## config.mk

```make
export PLATFORM = sky130hd
export DESIGN_NAME = tms_ram
export DESIGN_NICKNAME = d
export VERILOG_FILES = /design/src/rtl/tms_ram.sv
export SDC_FILE = /design/constraint.sdc
export NUM_CORES = 1
export LEC_CHECK = 0
export ABC_AREA = 1
export BUFFER_PORTS_ARGS = -buffer_cell sky130_fd_sc_hd__buf_2
export CAP_MARGIN = 20
export CORE_MARGIN = 3
export CORE_UTILIZATION = 50
export CTS_CLUSTER_DIAMETER = 50
export CTS_CLUSTER_SIZE = 10
export DETAILED_ROUTE_END_ITERATION = 8
export PLACE_DENSITY = 0.67
export SLEW_MARGIN = 20
export SYNTH_ARGS = -nofsm -noshare
export SYNTH_HDL_FRONTEND = slang
export SYNTH_SLANG_ARGS = --single-unit
```

## constraint.sdc

```tcl
create_clock -name clk_i -period 1.2 [get_ports clk_i]
set_input_delay 0.18 -clock clk_i [delete_from_list [all_inputs] [get_ports clk_i]]
set_output_delay 0.18 -clock clk_i [all_outputs]
set_load 0.01 [all_outputs]
```

## src/rtl/tms_ram.sv

```systemverilog
// ----------------------------------------------------------------------------
// tms_ram
// Generic single-write, single-read RAM with a registered read port.
// ----------------------------------------------------------------------------
module tms_ram #(
  parameter int unsigned Width = 8,
  parameter int unsigned Depth = 16
) (
  input  logic                     clk_i,
  input  logic                     we_i,
  input  logic [$clog2(Depth)-1:0] waddr_i,
  input  logic [Width-1:0]         wdata_i,
  input  logic                     re_i,
  input  logic [$clog2(Depth)-1:0] raddr_i,
  output logic [Width-1:0]         rdata_o
);

  logic [Width-1:0] mem_q [Depth];
  logic [Width-1:0] rdata_q;

  always_ff @(posedge clk_i) begin
    if (we_i) begin
      mem_q[waddr_i] <= wdata_i;
    end
    if (re_i) begin
      rdata_q <= mem_q[raddr_i];
    end
  end

  assign rdata_o = rdata_q;

endmodule

```

==> summary.md <==
| Metric | Value |
|---|---|
| RSZ-0062 raised after global routing | `no` |
| Most common cell in the synthesized netlist | `nand2_1` |
| Mean area per synthesized cell | `10.61 µm²` |
| Worst skew pair latency | `0.41 ns` |
| Slowest stage delay, CP | `between 0.3 and 0.4 ns` |
| Place WS | `-0.1849 ns` |
| Critical R2R Capture | `rdata_o[1]` |
| Max Cap Violations | `0` |
| Die W | `114.1 µm` |
| Detail Route Antenna Nets | `0` |
| Ranking of synthesized cells by area | `edfxtp_1 70%, nand2_1 11%, nand3_1 8.3%, inv_1 6.4%, buf_6 1.2%` |
| Fmax achieved | `876.3 MHz` |
| Final Non-Filler Cells | `753` |
| Sw Share | `0.2185` |
| Diodes inserted | `0` |
| Worst reg2reg path depth | `6` |
| Peak VDD IR | `approximately 0.00084 V` |
| Yosys cell types | `11` |
| Yosys reg bits | `approximately 140` |
| Share of power burned in the clock network | `0.419` |
| CTS root buf | `clkbuf_16` |
| Final Hold Fails | `0` |
| Final nets | `slightly above 600` |
| Vias in the first global route | `about 3800` |
| DR vias/cell | `5.161` |
| Largest net degree at the start of global routing | `between 40 and 50` |
| Io pins | `27` |
| CTS Sinks | `between 100 and 150` |
| Part of the Yosys area used for sequential elements | `0.6985` |
| CTS tree | `yes` |
| First-pass GRT wire length | `slightly above 20 mm` |
| Yosys top cell by area | `edfxtp_1` |
| Data required time of the worst path | `1.02 ns` |
| WL per Instance | `17.37 µm` |
| Yosys warning count | `0` |
| Min Tclk post-route | `1.141 ns` |
| Post-synth ARST share | `0` |
| DR DRC count | `0` |
| Buf+Inv Stages, Crit Path | `1` |
| Post-synth EDFFs | `136` |
| Hold Path Cell Cnt | `1` |
| Worst R2R Start | `mem_q[11][1]` |
| Area Overhead vs Synth | `15.45%` |
| Overflow after GRT | `0` |
| # setup viols final | `0` |
| CP Cell Sequence | `buf_2` |
| Setup bufs post-CTS | `0` |
| Reg power frac | `0.516` |
| Initial Util | `0.5255` |
| CTS clock-pin slew for the worst setup and hold paths | `~0.060 ns` |
| FP Rows | `38` |
| Slew at the pin closest to its max-slew limit | `0.5835 ns` |
| R2R Setup Slk | `0.07 ns` |
| Die Height | `approximately 110 µm` |
| Critical path data arrival time | `0.96 ns` |
| Final core utilization | `0.6067` |
| Setup ws final | `0.05885 ns` |
| Commonest cells in the netlist | `173 x nand2_1, 136 x edfxtp_1, 100 x inv_1, 97 x nand3_1, 17 x nor2_1` |
| Worst Setup End Kind | `output pin` |
| Status | `complete, no violations` |
| Share of cells above drive strength 1 | `0.1338` |
| Post-Synthesis Cells | `around 550` |
| H-tree levels | `4` |
| Switching power | `about 2.3 mW` |
| Crit-path leading delay family | `flip-flops` |
| Initial detailed-routing violation count | `325` |
| Hold endpoint | `rdata_o[0]` |
| HP Class | `primary input to flop` |
| Relative slew margins | `0.6105` |
| Post-Route WL | `13.08 mm` |
| PnR Total Power | `between 10 and 15 mW` |
| Fin crit share | `0.9510` |
| Critical path type | `flop to output pin` |
| Longest Clk Path Bufs | `2` |
| Synth Net Count | `between 500 and 600` |
| DR vias | `3886` |
| Post-CTS sizing | `0` |
| Hold Crit Start | `re_i` |
| Layout Skew | `0.005630 ns` |
| Prevailing post-synth register cell | `edfxtp_1` |
| Pwr/cell area | `~1500 mW/mm²` |
| Dpl cells | `721` |
| Internal Dissipation | `between 8 and 9 mW` |
| Post-Synthesis Cell Area | `0.005847 mm²` |
| Setup crit start kind | `flop` |
| Dpl hpwl | `8.278 mm` |
| IO buf count | `26` |
| Core ar. | `0.01113 mm²` |
| Lkg Pwr | `2.934 nW` |
| Max-slew violation count | `0` |
| Filler cells | `around 930` |
| Hold buffer count at cts | `0` |
| Die Area | `~0.013 mm²` |
| Critical path fanouts, max | `1` |
| Gpl congestion | `~0.84` |
| Initial antenna violation count | `0` |
| DRT Pass-1 Iters | `8` |
| TritonCTS Buffers | `17` |
| All-layer global routing usage | `0.2151` |
| Synth top area share | `0.6985` |
| Power share of the combinational group | `0.065` |
| Critical-path top delay cell | `edfxtp_1` |
-- registers in the layout, indices dropped and copies added (netlist names) --
register / cells
mem_q: 128
rdata_o: 8
-- cell usage in the layout (no fill, tap or decap) --
cell / n
buf_12: 4
buf_2: 26
buf_4: 24
clkbuf_1: 4
clkbuf_16: 17
clkinv_1: 3
clkinv_2: 5
clkinvlp_4: 3
edfxtp_1: 136
inv_1: 100
inv_2: 2
nand2_1: 173
nand3_1: 96
nand3_2: 1
nand3b_1: 2
nor2_1: 17
-- cell families (layout without fill, tap and decap cells) --
group         count (synthesis)  after routing  share of synthesized area
buf+inv                     126            188                    0.09394
simple gates                289            289                     0.2076
flops                       136            136                     0.6985
-- metal layers --
layer	track usage	wire length [µm]
met1	0.2917	5733
met2	0.3368	6137
met3	0.04545	877
met4	0.09660	336
met5	0	0
-- worst max-delay path by stage --
stage                             from          end  slack, ns  depth (start not counted)
after CTS                   rdata_o[2]   rdata_o[2]       0.04                          1
after detailed placement    raddr_i[1]   rdata_o[5]      -0.18                          6
after global routing      mem_q[10][3]   rdata_o[3]      0.003                          6
final                       rdata_o[4]   rdata_o[4]       0.06                          1
after global placement      raddr_i[0]   rdata_o[6]      -0.17                          8
after floorplan             waddr_i[3]  mem_q[4][0]       0.07                          2
-- cell type report --
type / count / area (µm²) / area share
clock buffers: 21 / 440.4 / 0.06525
flip-flops and latches: 136 / 4084 / 0.6050
repair buffers: 54 / 390.4 / 0.05783
multi-input cells: 289 / 1219 / 0.1805
clock inverters: 11 / 58.81 / 0.008712
inverters: 102 / 382.9 / 0.05672
well taps: 140 / 175.2 / 0.02595
-- stage by stage --
step	setup TNS (ns)	instance area, µm²	hold slack, ns
2_1_floorplan	0	5847	0.2789
3_3_place_gp	-1.043	6246	0.5417
3_5_place_dp	-1.235	6246	0.5425
4_1_cts	0	6745	0.1135
5_1_grt	0	6750	0.1197
6_report	0	6750	0.1279
-- power groups by stage --
stage	clock (mW)	combinational (mW)	sequential, mW
detailed placement	0	0.675	5.48
CTS	4.42	0.680	5.39
global route	4.65	0.752	5.39
global placement	0	0.664	5.48
finish	4.37	0.678	5.39
floorplan	0	0.375	5.49
Power figures use the tool's default switching activity.
